### src/sv/trem_pkg.sv
// Shared types, constants and waveform tables of the tremolo LFO unit.
package trem_pkg;

	localparam int POINTS_PER_CYCLE = 50;
	localparam int WAVE_COUNT       = 4;
	localparam int POINT_W          = $clog2(POINTS_PER_CYCLE);
	localparam int WAVE_W           = 2;
	localparam int READING_W        = 12;
	localparam int DEPTH_W          = 11;
	localparam int TICK_W           = 3;
	localparam int ENTRY_W          = 17;
	localparam int LEVEL_W          = 10;
	localparam int DAC_W            = 16;
	localparam int QUEUE_DEPTH      = 2;
	localparam int QPTR_W           = $clog2(QUEUE_DEPTH);
	localparam int QCNT_W           = $clog2(QUEUE_DEPTH + 1);

	localparam logic [DEPTH_W-1:0] DEPTH_FULL     = 11'd1024;
	localparam logic [TICK_W-1:0]  INTERVAL_RESET = 3'd6;
	localparam logic [8:0]         PERIOD_BASE    = 9'd333;
	localparam logic [7:0]         RATE_SPAN      = 8'd233;
	localparam int                 PERIOD_STEP    = 50;
	localparam int                 INTERVAL_MIN   = 2;
	localparam int                 INTERVAL_MAX   = 6;
	localparam logic [LEVEL_W-1:0] LEVEL_MAX      = 10'd1023;
	localparam logic [3:0]         DAC_CMD        = 4'h3;

	localparam logic [0:0] ACT_TICK    = 1'b0;
	localparam logic [0:0] ACT_CONTROL = 1'b1;

	typedef struct packed {
		logic [WAVE_W-1:0]  wave;
		logic [POINT_W-1:0] point;
		logic [DEPTH_W-1:0] depth;
	} trem_job_t;

	localparam logic [ENTRY_W-1:0] WAVE_ROM [WAVE_COUNT][POINTS_PER_CYCLE] = '{
		'{17'd32768, 17'd36875, 17'd40917, 17'd44831, 17'd48554, 17'd52028, 17'd55199,
		  17'd58016, 17'd60435, 17'd62417, 17'd63932, 17'd64955, 17'd65471, 17'd65471,
		  17'd64955, 17'd63932, 17'd62417, 17'd60435, 17'd58016, 17'd55199, 17'd52028,
		  17'd48554, 17'd44831, 17'd40917, 17'd36875, 17'd32768, 17'd28661, 17'd24619,
		  17'd20705, 17'd16982, 17'd13508, 17'd10337, 17'd7520,  17'd5101,  17'd3119,
		  17'd1604,  17'd580,   17'd65,    17'd65,    17'd580,   17'd1604,  17'd3119,
		  17'd5101,  17'd7520,  17'd10337, 17'd13508, 17'd16982, 17'd20705, 17'd24619,
		  17'd28661},
		'{17'd65536, 17'd65536, 17'd65536, 17'd65536, 17'd65536, 17'd65536, 17'd65536,
		  17'd65536, 17'd65536, 17'd65536, 17'd65536, 17'd65536, 17'd65536, 17'd65536,
		  17'd65536, 17'd65536, 17'd65536, 17'd65536, 17'd65536, 17'd65536, 17'd65536,
		  17'd65536, 17'd65536, 17'd65536, 17'd65536, 17'd0,     17'd0,     17'd0,
		  17'd0,     17'd0,     17'd0,     17'd0,     17'd0,     17'd0,     17'd0,
		  17'd0,     17'd0,     17'd0,     17'd0,     17'd0,     17'd0,     17'd0,
		  17'd0,     17'd0,     17'd0,     17'd0,     17'd0,     17'd0,     17'd0,
		  17'd0},
		'{17'd0,     17'd2621,  17'd5243,  17'd7864,  17'd10486, 17'd13107, 17'd15729,
		  17'd18350, 17'd20972, 17'd23593, 17'd26214, 17'd28836, 17'd31457, 17'd34079,
		  17'd36700, 17'd39322, 17'd41943, 17'd44564, 17'd47186, 17'd49807, 17'd52429,
		  17'd55050, 17'd57672, 17'd60293, 17'd62915, 17'd65536, 17'd62915, 17'd60293,
		  17'd57672, 17'd55050, 17'd52429, 17'd49807, 17'd47186, 17'd44564, 17'd41943,
		  17'd39322, 17'd36700, 17'd34079, 17'd31457, 17'd28836, 17'd26214, 17'd23593,
		  17'd20972, 17'd18350, 17'd15729, 17'd13107, 17'd10486, 17'd7864,  17'd5243,
		  17'd2621},
		'{17'd0,     17'd1337,  17'd2675,  17'd4012,  17'd5350,  17'd6687,  17'd8025,
		  17'd9362,  17'd10700, 17'd12037, 17'd13375, 17'd14712, 17'd16050, 17'd17387,
		  17'd18724, 17'd20062, 17'd21399, 17'd22737, 17'd24075, 17'd25412, 17'd26749,
		  17'd28087, 17'd29424, 17'd30762, 17'd32100, 17'd33436, 17'd34774, 17'd36112,
		  17'd37449, 17'd38787, 17'd40124, 17'd41461, 17'd42799, 17'd44137, 17'd45474,
		  17'd46812, 17'd48149, 17'd49486, 17'd50824, 17'd52161, 17'd53499, 17'd54836,
		  17'd56174, 17'd57511, 17'd58849, 17'd60186, 17'd61524, 17'd62861, 17'd64198,
		  17'd65536}
	};

endpackage

### src/sv/trem_front.sv
// Front end: accepts items, keeps the tick and control state, issues sample jobs.
module trem_front (
	input  logic                                clk,
	input  logic                                arst_n,
	input  logic                                s_tvalid,
	output logic                                s_tready,
	input  logic [23:0]                         s_tdata,  // rate_reading, depth_reading
	input  logic                                s_tuser,  // action
	input  logic                                cfg_valid,
	output logic                                cfg_ready,
	input  logic [trem_pkg::WAVE_W-1:0]         cfg_data,  // wave_select
	output logic                                push_valid,
	input  logic                                push_ready,
	output trem_pkg::trem_job_t                 push_job
);

	logic [trem_pkg::WAVE_W-1:0]    wave_select_q;
	logic [trem_pkg::POINT_W-1:0]   point_index_q;
	logic [trem_pkg::TICK_W-1:0]    tick_count_q;
	logic [trem_pkg::TICK_W-1:0]    interval_q;
	logic [trem_pkg::DEPTH_W-1:0]   depth_level_q;

	logic                           accept;
	logic                           is_control;
	logic [trem_pkg::READING_W-1:0] rate_r;
	logic [trem_pkg::READING_W-1:0] depth_r;
	logic [19:0]                    rate_prod;
	logic [20:0]                    rate_ceil_sum;
	logic [7:0]                     rate_ceil;
	logic [8:0]                     period;
	logic [trem_pkg::TICK_W-1:0]    interval_new;
	logic [12:0]                    depth_sum;
	logic [trem_pkg::DEPTH_W-1:0]   depth_new;
	logic [trem_pkg::TICK_W-1:0]    tick_next;
	logic                           fire;
	logic [trem_pkg::POINT_W-1:0]   point_next;

	assign cfg_ready  = 1'b1;
	assign s_tready   = push_ready;
	assign accept     = s_tvalid && s_tready;
	assign is_control = (s_tuser == trem_pkg::ACT_CONTROL);
	assign rate_r     = s_tdata[11:0];
	assign depth_r    = s_tdata[23:12];

	// period = 333 - ceil(233 * r / 4096), interval = period / 50 by threshold compare.
	always_comb begin
		rate_prod     = trem_pkg::RATE_SPAN * rate_r;
		rate_ceil_sum = {1'b0, rate_prod} + 21'd4095;
		rate_ceil     = rate_ceil_sum[19:12];
		period        = trem_pkg::PERIOD_BASE - {1'b0, rate_ceil};
		interval_new  = trem_pkg::TICK_W'(trem_pkg::INTERVAL_MIN);
		for (int k = trem_pkg::INTERVAL_MIN + 1; k <= trem_pkg::INTERVAL_MAX; k++) begin
			if (period >= 9'(k * trem_pkg::PERIOD_STEP)) begin
				interval_new = trem_pkg::TICK_W'(k);
			end
		end
		depth_sum = {1'b0, depth_r} + 13'd3;
		depth_new = trem_pkg::DEPTH_FULL - depth_sum[12:2];
	end

	assign tick_next  = tick_count_q + 3'd1;
	assign fire       = (tick_next >= interval_q);
	assign point_next = (point_index_q == trem_pkg::POINT_W'(trem_pkg::POINTS_PER_CYCLE - 1))
		? '0 : point_index_q + trem_pkg::POINT_W'(1);

	assign push_valid     = accept && !is_control && fire;
	assign push_job.wave  = wave_select_q;
	assign push_job.point = point_index_q;
	assign push_job.depth = depth_level_q;

	always_ff @(posedge clk or negedge arst_n) begin
		if (!arst_n) begin
			wave_select_q <= '0;
			point_index_q <= '0;
			tick_count_q  <= '0;
			interval_q    <= trem_pkg::INTERVAL_RESET;
			depth_level_q <= trem_pkg::DEPTH_FULL;
		end else begin
			if (cfg_valid && cfg_ready) begin
				wave_select_q <= cfg_data;
			end
			if (accept) begin
				if (is_control) begin
					interval_q    <= interval_new;
					depth_level_q <= depth_new;
					tick_count_q  <= '0;
				end else if (fire) begin
					tick_count_q  <= '0;
					point_index_q <= point_next;
				end else begin
					tick_count_q  <= tick_next;
				end
			end
		end
	end

endmodule

### src/sv/trem_queue.sv
// Short job queue between the front end and the sample back end.
module trem_queue (
	input  logic                clk,
	input  logic                arst_n,
	input  logic                push_valid,
	output logic                push_ready,
	input  trem_pkg::trem_job_t push_job,
	output logic                pop_valid,
	input  logic                pop_ready,
	output trem_pkg::trem_job_t pop_job
);

	trem_pkg::trem_job_t           slots_q [trem_pkg::QUEUE_DEPTH];
	logic [trem_pkg::QPTR_W-1:0]   wr_ptr_q;
	logic [trem_pkg::QPTR_W-1:0]   rd_ptr_q;
	logic [trem_pkg::QCNT_W-1:0]   count_q;
	logic                          do_push;
	logic                          do_pop;

	assign push_ready = (count_q != trem_pkg::QCNT_W'(trem_pkg::QUEUE_DEPTH));
	assign pop_valid  = (count_q != '0);
	assign pop_job    = slots_q[rd_ptr_q];
	assign do_push    = push_valid && push_ready;
	assign do_pop     = pop_valid && pop_ready;

	function automatic logic [trem_pkg::QPTR_W-1:0] ptr_inc(
		input logic [trem_pkg::QPTR_W-1:0] p
	);
		return (p == trem_pkg::QPTR_W'(trem_pkg::QUEUE_DEPTH - 1))
			? '0 : p + trem_pkg::QPTR_W'(1);
	endfunction

	always_ff @(posedge clk) begin
		if (do_push) begin
			slots_q[wr_ptr_q] <= push_job;
		end
	end

	always_ff @(posedge clk or negedge arst_n) begin
		if (!arst_n) begin
			wr_ptr_q <= '0;
			rd_ptr_q <= '0;
			count_q  <= '0;
		end else begin
			if (do_push) begin
				wr_ptr_q <= ptr_inc(wr_ptr_q);
			end
			if (do_pop) begin
				rd_ptr_q <= ptr_inc(rd_ptr_q);
			end
			if (do_push && !do_pop) begin
				count_q <= count_q + trem_pkg::QCNT_W'(1);
			end else if (do_pop && !do_push) begin
				count_q <= count_q - trem_pkg::QCNT_W'(1);
			end
		end
	end

endmodule

### src/sv/trem_back.sv
// Back end: waveform lookup, depth scaling and the registered output item.
module trem_back (
	input  logic                clk,
	input  logic                arst_n,
	input  logic                pop_valid,
	output logic                pop_ready,
	input  trem_pkg::trem_job_t pop_job,
	output logic                m_tvalid,
	input  logic                m_tready,
	output logic [31:0]         m_tdata  // level, dac_word
);

	logic                                valid_s1;
	logic [trem_pkg::ENTRY_W-1:0]        entry_s1;
	logic [trem_pkg::DEPTH_W-1:0]        depth_s1;
	logic                                valid_s2;
	logic [trem_pkg::LEVEL_W-1:0]        level_s2;

	logic                                out_free;
	logic                                s1_free;
	logic [trem_pkg::DEPTH_W-1:0]        scale;
	logic [27:0]                         product;
	logic [11:0]                         sum;
	logic [trem_pkg::LEVEL_W-1:0]        level_sat;

	assign out_free  = !valid_s2 || m_tready;
	assign s1_free   = !valid_s1 || out_free;
	assign pop_ready = s1_free;

	// level = ((1024 - depth) * entry >> 16) + depth, clipped to the 10-bit range.
	always_comb begin
		scale     = trem_pkg::DEPTH_FULL - depth_s1;
		product   = scale * entry_s1;
		sum       = product[27:16] + {1'b0, depth_s1};
		level_sat = (sum > {2'b00, trem_pkg::LEVEL_MAX}) ? trem_pkg::LEVEL_MAX : sum[9:0];
	end

	always_ff @(posedge clk) begin
		if (pop_valid && s1_free) begin
			entry_s1 <= trem_pkg::WAVE_ROM[pop_job.wave][pop_job.point];
			depth_s1 <= pop_job.depth;
		end
		if (valid_s1 && out_free) begin
			level_s2 <= level_sat;
		end
	end

	always_ff @(posedge clk or negedge arst_n) begin
		if (!arst_n) begin
			valid_s1 <= 1'b0;
			valid_s2 <= 1'b0;
		end else begin
			if (s1_free) begin
				valid_s1 <= pop_valid;
			end
			if (out_free) begin
				valid_s2 <= valid_s1;
			end
		end
	end

	assign m_tvalid = valid_s2;
	assign m_tdata  = {6'b000000, trem_pkg::DAC_CMD, level_s2, 2'b00, level_s2};

endmodule

### src/sv/tremolo_wavetable_lfo_unit.sv
// Top level of the tremolo wavetable LFO unit.
// The unit takes one item per clock cycle, tick or control. The sample job of a tick item
// is registered in turn in the job queue, the waveform table lookup stage and the depth
// multiply stage of the back end, whose register drives the output. A front end keeps
// the millisecond tick count, the interval and the depth level, and for every tick that
// reaches the interval it queues one sample job carrying the waveform, the table point
// and the depth. A two-entry queue parts the front end from the back end, so the input
// keeps flowing while a finished result waits; the input stalls only when that queue is
// full and the output is held. Control items update the interval (period/50 ms, 2 to 6)
// and the depth level and restart the tick count; they produce no result. The waveform
// register is written through its own port and takes effect for the jobs queued after
// the write. There is no clearing pass after reset.
module tremolo_wavetable_lfo_unit (
	input  logic                        clk,
	input  logic                        arst_n,
	input  logic                        s_tvalid,
	output logic                        s_tready,
	input  logic [23:0]                 s_tdata,  // [11:0] rate_reading, [23:12] depth_reading
	input  logic                        s_tuser,  // [0] action
	output logic                        m_tvalid,
	input  logic                        m_tready,
	output logic [31:0]                 m_tdata,  // [9:0] level, [25:10] dac_word
	input  logic                        cfg_valid,
	output logic                        cfg_ready,
	input  logic [trem_pkg::WAVE_W-1:0] cfg_data   // wave_select
);

	// Job handshake from the front end into the queue.
	logic                push_valid;
	logic                push_ready;
	trem_pkg::trem_job_t push_job;

	// Job handshake from the queue into the back end.
	logic                pop_valid;
	logic                pop_ready;
	trem_pkg::trem_job_t pop_job;

	trem_front u_front (
		.clk        (clk),
		.arst_n     (arst_n),
		.s_tvalid   (s_tvalid),
		.s_tready   (s_tready),
		.s_tdata    (s_tdata),
		.s_tuser    (s_tuser),
		.cfg_valid  (cfg_valid),
		.cfg_ready  (cfg_ready),
		.cfg_data   (cfg_data),
		.push_valid (push_valid),
		.push_ready (push_ready),
		.push_job   (push_job)
	);

	trem_queue u_queue (
		.clk        (clk),
		.arst_n     (arst_n),
		.push_valid (push_valid),
		.push_ready (push_ready),
		.push_job   (push_job),
		.pop_valid  (pop_valid),
		.pop_ready  (pop_ready),
		.pop_job    (pop_job)
	);

	// Sample generation; its output register is what the master side sees.
	trem_back u_back (
		.clk       (clk),
		.arst_n    (arst_n),
		.pop_valid (pop_valid),
		.pop_ready (pop_ready),
		.pop_job   (pop_job),
		.m_tvalid  (m_tvalid),
		.m_tready  (m_tready),
		.m_tdata   (m_tdata)
	);

endmodule

### config.mk
export PLATFORM = sky130hd
export DESIGN_NAME = tremolo_wavetable_lfo_unit
export DESIGN_NICKNAME = d
export VERILOG_FILES = /design/src/sv/trem_pkg.sv /design/src/sv/trem_front.sv /design/src/sv/trem_queue.sv /design/src/sv/trem_back.sv /design/src/sv/tremolo_wavetable_lfo_unit.sv
export SDC_FILE = /design/constraint.sdc
export NUM_CORES = 1
export LEC_CHECK = 0
export ABC_AREA = 1
export CAP_MARGIN = 20
export CORE_UTILIZATION = 42
export DETAILED_ROUTE_END_ITERATION = 6
export DONT_BUFFER_PORTS = 1
export HOLD_SLACK_MARGIN = 0.1
export SLEW_MARGIN = 20
export SYNTH_ARGS = -nofsm -noshare
export SYNTH_HDL_FRONTEND = slang
export SYNTH_SLANG_ARGS = --single-unit
### constraint.sdc
create_clock -name clk -period 18.91 [get_ports clk]
set_input_delay 3.782 -clock clk [delete_from_list [all_inputs] [get_ports clk]]
set_output_delay 3.782 -clock clk [all_outputs]
set_load 0.02 [all_outputs]
=== After elaboration in Yosys (flattened, before gate mapping) ===
Memories as Yosys holds them, arrays and structs flattened.
Index checks and enable logic that the tools add are counted.

* Bitwise gates (word level): 3
* Reductions and logical operators: 19
* $add $sub $neg: 12
* Eq/ne operators: 2
* $lt $le $gt $ge: 8
* Mux-type cells: 19
* Multipliers: 2

{| class="wikitable"
|+ Operator list
! operator !! count
|-
| $bmux 850 s2 || 1
|-
| $mux 850 || 2
|-
| $bmux 17 s6 || 1
|-
| $mux 17 || 2
|-
| $mul 11x17->28 || 1
|-
| $ge 9x8->1 const B || 3
|-
| $sub 11x11->11 const A || 2
|-
| $add 20x12->20 const B || 1
|-
| $mul 8x12->20 const A || 1
|-
| $mux 3 || 5
|-
| $add 12x2->13 const B || 1
|-
| $add 12x11->12 || 1
|-
| $gt 12x10->1 const B || 1
|-
| $ge 9x9->1 const B || 1
|-
| $sub 9x8->9 const A || 1
|-
| $logic_and 1x1->1 || 8
|-
| $ge 7x7->1 const B || 1
|-
| $not 6->7 || 1
|-
| $add 6x1->6 const B || 1
|-
| $eq 6x6->1 const B || 1
|-
| $mux 6 || 1
|-
| $logic_not 1->1 || 5
|-
| $mux 1 || 5
|-
| $mux 2 || 2
|-
| 13 further kinds || 16
|}

* Bits in writable memories: 38
* Output and inout port bits: 35
* Memories: 1
* Register bits after elaboration: 69
* Word-level logic and storage cells: 79

{| class="wikitable"
|+ Memories
! name !! words !! bits a word !! rd ports !! clocked after memory_dff !! wr ports !! line !! source
|-
| u_queue.slots_q || 2 || 19 || 1 || 0 || 1 || trem_queue.sv:13 || <nowiki>trem_pkg::trem_job_t slots_q [trem_pkg::QUEUE_DEPTH];</nowiki>
|}

=== Logic depth before layout (Yosys ltp) ===
* Word-level depth: 9
* Mapped depth: 43
* Mapped depth without buffers: 42

=== Hierarchy ===
Synthesis repeated with hierarchy kept, for this count alone.

* Cells, all modules: 2280
* Area total of the unflattened synthesis: 16788.6 um^2

{| class="wikitable"
|+ Modules (own cells, without submodules)
! module !! cells each !! area an instance (um^2) !! seq. area each (um^2) !! times used
|-
| trem_back || 1569 || 10935.5 || 1191.1 || 1
|-
| trem_front || 583 || 4226.6 || 629.4 || 1
|-
| trem_queue || 128 || 1626.6 || 1241.2 || 1
|}

=== Worst setup path after synthesis ===
OpenSTA, ideal clock, no wires.

* Path type: input port to flip-flop
* Start: input port s_tdata[5]
* End: register u_front.interval_q[0] in the netlist's numbering
* Buffers on the path: 0
* Arrival time: 7.697 ns
* Library setup time: 0.116 ns
* Setup slack: 11.097 ns
* Stages on the path: 24
* Path through: fa_1 -> fa_1 -> fa_1 -> fa_1 -> ha_1 -> nand2_1 -> inv_1 -> nand2_1 -> inv_1 -> a21oi_1 -> nand2_1 -> nand2_1 -> nand2_1 -> ha_1 -> nand3_1 -> nand3_1 -> nand3_1 -> nand2_1 -> nand2_1 -> nor2_1 -> nor2_1 -> nand2_1 -> nand2_1 -> nand2_1

* Cells in the longest elaborated chain, start to end: 8

{| class="wikitable"
|+ Ends and longest elaborated chain
! item !! line !! source
|-
| from (decl) || tremolo_wavetable_lfo_unit.sv:18 || <nowiki>input logic [23:0] s_tdata,</nowiki>
|-
| $mul 8x12->20 (*) || trem_front.sv:47 || <nowiki>rate_prod = trem_pkg::RATE_SPAN * rate_r;</nowiki>
|-
| $add 20x12->20 (*) || trem_front.sv:48 || <nowiki>rate_ceil_sum = {1'b0, rate_prod} + 21'd4095;</nowiki>
|-
| $sub 9x8->9 (*) || trem_front.sv:50 || <nowiki>period = trem_pkg::PERIOD_BASE - {1'b0, rate_ceil};</nowiki>
|-
| $ge 9x8->1 || trem_front.sv:53 || <nowiki>if (period >= 9'(k * trem_pkg::PERIOD_STEP)) begin</nowiki>
|-
| $mux 1 || trem_front.sv:53 ||
|-
| $mux 3 (2 in series) || trem_front.sv:53 ||
|-
| $mux 3 (*) || trem_front.sv:53 ||
|-
| to (signal assigned) || trem_front.sv:76 || <nowiki>interval_q <= trem_pkg::INTERVAL_RESET;</nowiki>
|-
| to (signal assigned) || trem_front.sv:84 || <nowiki>interval_q <= interval_new;</nowiki>
|-
| to (decl) || trem_front.sv:20 || <nowiki>logic [trem_pkg::TICK_W-1:0] interval_q;</nowiki>
|}

Mark *: on every way between the ends. The rest lies on a longest branch, timed or not.
A chain may end at the register's enable or synchronous reset.

=== Final worst setup path ===
* Start: register u_back.depth_s1[0] in the netlist's numbering
* End: register u_back.level_s2[4] in the netlist's numbering (data pin)

* Cells in the longest elaborated chain, start to end: 4

{| class="wikitable"
|+ Ends and longest elaborated chain
! item !! line !! source
|-
| from (decl) || trem_back.sv:15 || <nowiki>logic [trem_pkg::DEPTH_W-1:0] depth_s1;</nowiki>
|-
| from (signal assigned) || trem_back.sv:41 || <nowiki>depth_s1 <= pop_job.depth;</nowiki>
|-
| $sub 11x11->11 || trem_back.sv:32 || <nowiki>scale = trem_pkg::DEPTH_FULL - depth_s1;</nowiki>
|-
| $mul 11x17->28 || trem_back.sv:33 || <nowiki>product = scale * entry_s1;</nowiki>
|-
| $add 12x11->12 (*) || trem_back.sv:34 || <nowiki>sum = product[27:16] + {1'b0, depth_s1};</nowiki>
|-
| $gt 12x10->1 || trem_back.sv:35 || <nowiki>level_sat = (sum > {2'b00, trem_pkg::LEVEL_MAX}) ? trem_pkg::LEVEL_MAX : sum[9:0];</nowiki>
|-
| to (signal assigned) || trem_back.sv:44 || <nowiki>level_s2 <= level_sat;</nowiki>
|-
| to (decl) || trem_back.sv:17 || <nowiki>logic [trem_pkg::LEVEL_W-1:0] level_s2;</nowiki>
|}

Marks and branches as above.

==> flow_summary.toml <==
[setup_path]
max_stage_delay_ns = 0.69
crit_path_end_kind = "flop"
startpoint = "u_back.depth_s1[0]"
cp.required_ns = 19.02
critical_path.endpoint = "u_back.level_s2[4]"
critical_path.max_fanout = 18
rr_endpoint = "u_back.level_s2[4]"
start_kind = "flop"
reg2reg_depth = 36
arrival_ns = 8.86
cp_slowest_cell = "edfxtp_1"
r2r-start = "u_back.depth_s1[0]"
cpMostUsedCell = "inv_1"
criticalPathCategory = "reg -> reg"
r2r_slack_ns = 10.16

[global_routing]
grt_antenna_before_repair = 0
grtUsageTotal_pct = 26.42
grt_first_pass_wirelength_um = 79630
first_global_vias = 14500
grt-ovfl-total = 0
grt_max_degree = 33

[sta]
hold_viol_final = 0
setup_viol = 0
worstMarginPinSlew_ns = 0.9470
fin_crit_sh_pct = 46.27
fin_crit_ns = 8.751
setup_tns_ns = 0
rsz0062_at_grt = "false"
drv_slew = 0
finClkSkew_ns = 0.01591
relSlewSlack_pct = 36.80
fmax_ghz = 0.1143

[clock_network]
ctsRootBufferMaster = "clkbuf_16"
cts_tree = "built"
cts_made_buffers = 9
clk_latency_ns = 0.37
htree_levels = 3
cts_num_sinks = 107
hold_buffers = 0
cts.clk_slew.worst_paths_ns = 0.08
post_cts_buffers = 0
cts_buffer_depth = 2
cts.repair.resized = 0

[place]
dp_hpwl_um = 38740
place_congestion = 0.9988
numPortBuffers = 0

[floorplan]
core-area_mm2 = 0.03776
initial_core_util_pct = 42.77
rows = 71
die_h_um = 198.1
die_area_mm2 = 0.03924
ioPinCount = 67
die_x_um = 198.1

[layout]
layout_commonest_cell = "nand2_1"
final_nets = 2451
layout_common_cells = "nand2_1, inv_1, nor2_1"
diodes = 0
fillers = 3905
area_growth_syn_to_layout_pct = 3.843
drive_gt1_share_pct = 4.317

[detailed_routing]
first_pass_iters = 6
wirelength_um = 48590
postRouteAntennaNets = 0
vias = 14300
wl_per_cell_um = 18.55
drtIter0Drc = 1444
drc = 0
routed_via_density = 5.459

[run_status]
status = "completed"

[synthesis]
synth_cell_types = 61
synthTopCellsByArea = "fa_1, edfxtp_1, nand2_1"
synthFlopType = "edfxtp_1"
ys_ff_latch = 107
syn_area_mm2 = 0.01615
ys_async_sr_fraction_pct = 28.97
synth_top_cell_area_share_pct = 20.08
synth_top_area_cell = "fa_1"
yosysWarnings = 0
postSynthCellCount = 2153
yosysSeqAreaShare_pct = 18.96
synth_edf_count = 76
syn_avg_cell_area_um2 = 7.500

[run]
max_cap_violations = 0

[hold_path]
hold_path_class = "reg -> reg"
==> stage by stage <==
stage | hold WS, ns | instances | cell area (µm²) | setup slack [ns] | util (%)
CTS | 0.4740 | 2619 | 16770 | 10.24 | 44.41
detailed placement | 0.4506 | 2603 | 16460 | 10.26 | 43.60
global route | 0.4938 | 2619 | 16770 | 9.461 | 44.41
global placement | 0.4504 | 2603 | 16460 | 10.49 | 43.60
finish | 0.4692 | 2619 | 16770 | 10.16 | 44.41
floorplan | 0.4382 | 2164 | 16190 | 11.10 | -
==> kinds of logic (layout without fill, tap and decap cells) <==
family / Yosys count / count (layout) / share of synthesized area [%]
compound gates: 320 / 320 / 12.03
xor+xnor: 40 / 40 / 2.169
fa+ha+maj: 316 / 316 / 32.02
buf+inv: 489 / 433 / 12.26
flops: 107 / 107 / 18.96
mux: 2 / 2 / 0.1395
other cells: 2 / 13 / 0.04651
simple gates: 877 / 877 / 22.39
==> layout make-up <==
type                            count  area [µm²]  share of cell area (%)
Timing Repair Buffer               11       82.58                  0.4925
Sequential cell                   107        3062                   18.26
Multi-Input combinational cell   1568       11150                   66.50
Clock inverter                      7       83.83                  0.4999
Tap cell                          511       639.4                   3.813
Clock buffer                        9       225.2                   1.343
Inverter                          406        1524                   9.088
==> worst max-delay path, delay by kind of cell (launching register included) <==
kind | cells | cell delay (ns)
adder cells (fa/ha/maj) | 9 | 3.81
AND/OR/NAND/NOR | 13 | 2.12
AO/OA/AOI/OAI | 5 | 0.90
buffers and inverters | 7 | 0.77
flip-flops | 1 | 0.69
XOR/XNOR | 2 | 0.19
==> how the worst min path moves through the flow <==
stage                                        start                     end  slack [ns]  cells past startpoint
after global routing      u_front.depth_level_q[8]   u_queue.slots_q[0][8]        0.49                      0
after global placement    u_front.wave_select_q[0]  u_queue.slots_q[0][17]        0.45                      0
after CTS                    u_front.interval_q[1]   u_front.interval_q[1]        0.47                      2
final                        u_front.interval_q[1]   u_front.interval_q[1]        0.47                      2
after detailed placement  u_front.wave_select_q[1]  u_queue.slots_q[0][18]        0.45                      0
after floorplan           u_front.wave_select_q[0]  u_queue.slots_q[0][17]        0.44                      0
==> synthesized netlist by cell type, types with 5 or more instances <==
cell type	count
a21oi_1	110
a221oi_1	6
a31oi_1	13
a41oi_1	5
buf_2	15
buf_4	25
clkbuf_1	35
dfrtp_1	28
edfxtp_1	76
fa_1	162
ha_1	154
inv_1	386
inv_2	18
nand2_1	533
nand2_2	6
nand3_1	65
nand3b_1	5
nand4_1	16
nor2_1	179
nor2_2	15
nor3_1	33
nor4_1	6
o211ai_1	10
o21ai_0	94
o21ai_1	11
o21ai_4	5
o22ai_1	6
o31ai_1	15
o41ai_1	5
or2_2	5
xnor2_1	18
xor2_1	22
==> flip-flops by register name (all words and copies together) (netlist names) <==
| name | count |
|---|---|
| u_front.interval_q | 3 |
| u_back.level_s2 | 10 |
| u_queue.wr_ptr_q | 1 |
| u_front.wave_select_q | 2 |
| u_back.valid_s1 | 1 |
| u_queue.slots_q | 38 |
| u_front.point_index_q | 6 |
| u_back.depth_s1 | 11 |
| u_queue.count_q | 2 |
| u_back.entry_s1 | 17 |
| u_back.m_tvalid | 1 |
| u_queue.rd_ptr_q | 1 |
| u_front.tick_count_q | 3 |
| u_front.depth_level_q | 11 |
==> layer usage <==
metal  vias up  part of all wire (%)  GRT usage (%)
li1       6726                     -              -
met1      6830                    43          35.62
met2       627                    45          42.46
met3       115                   7.8          4.343
met4         0                   4.0          9.934
met5         -                     0              0
Power is left out: the tool's default activity adds up to more than one toggle a clock period on the data nets, which glitch-free logic cannot reach.
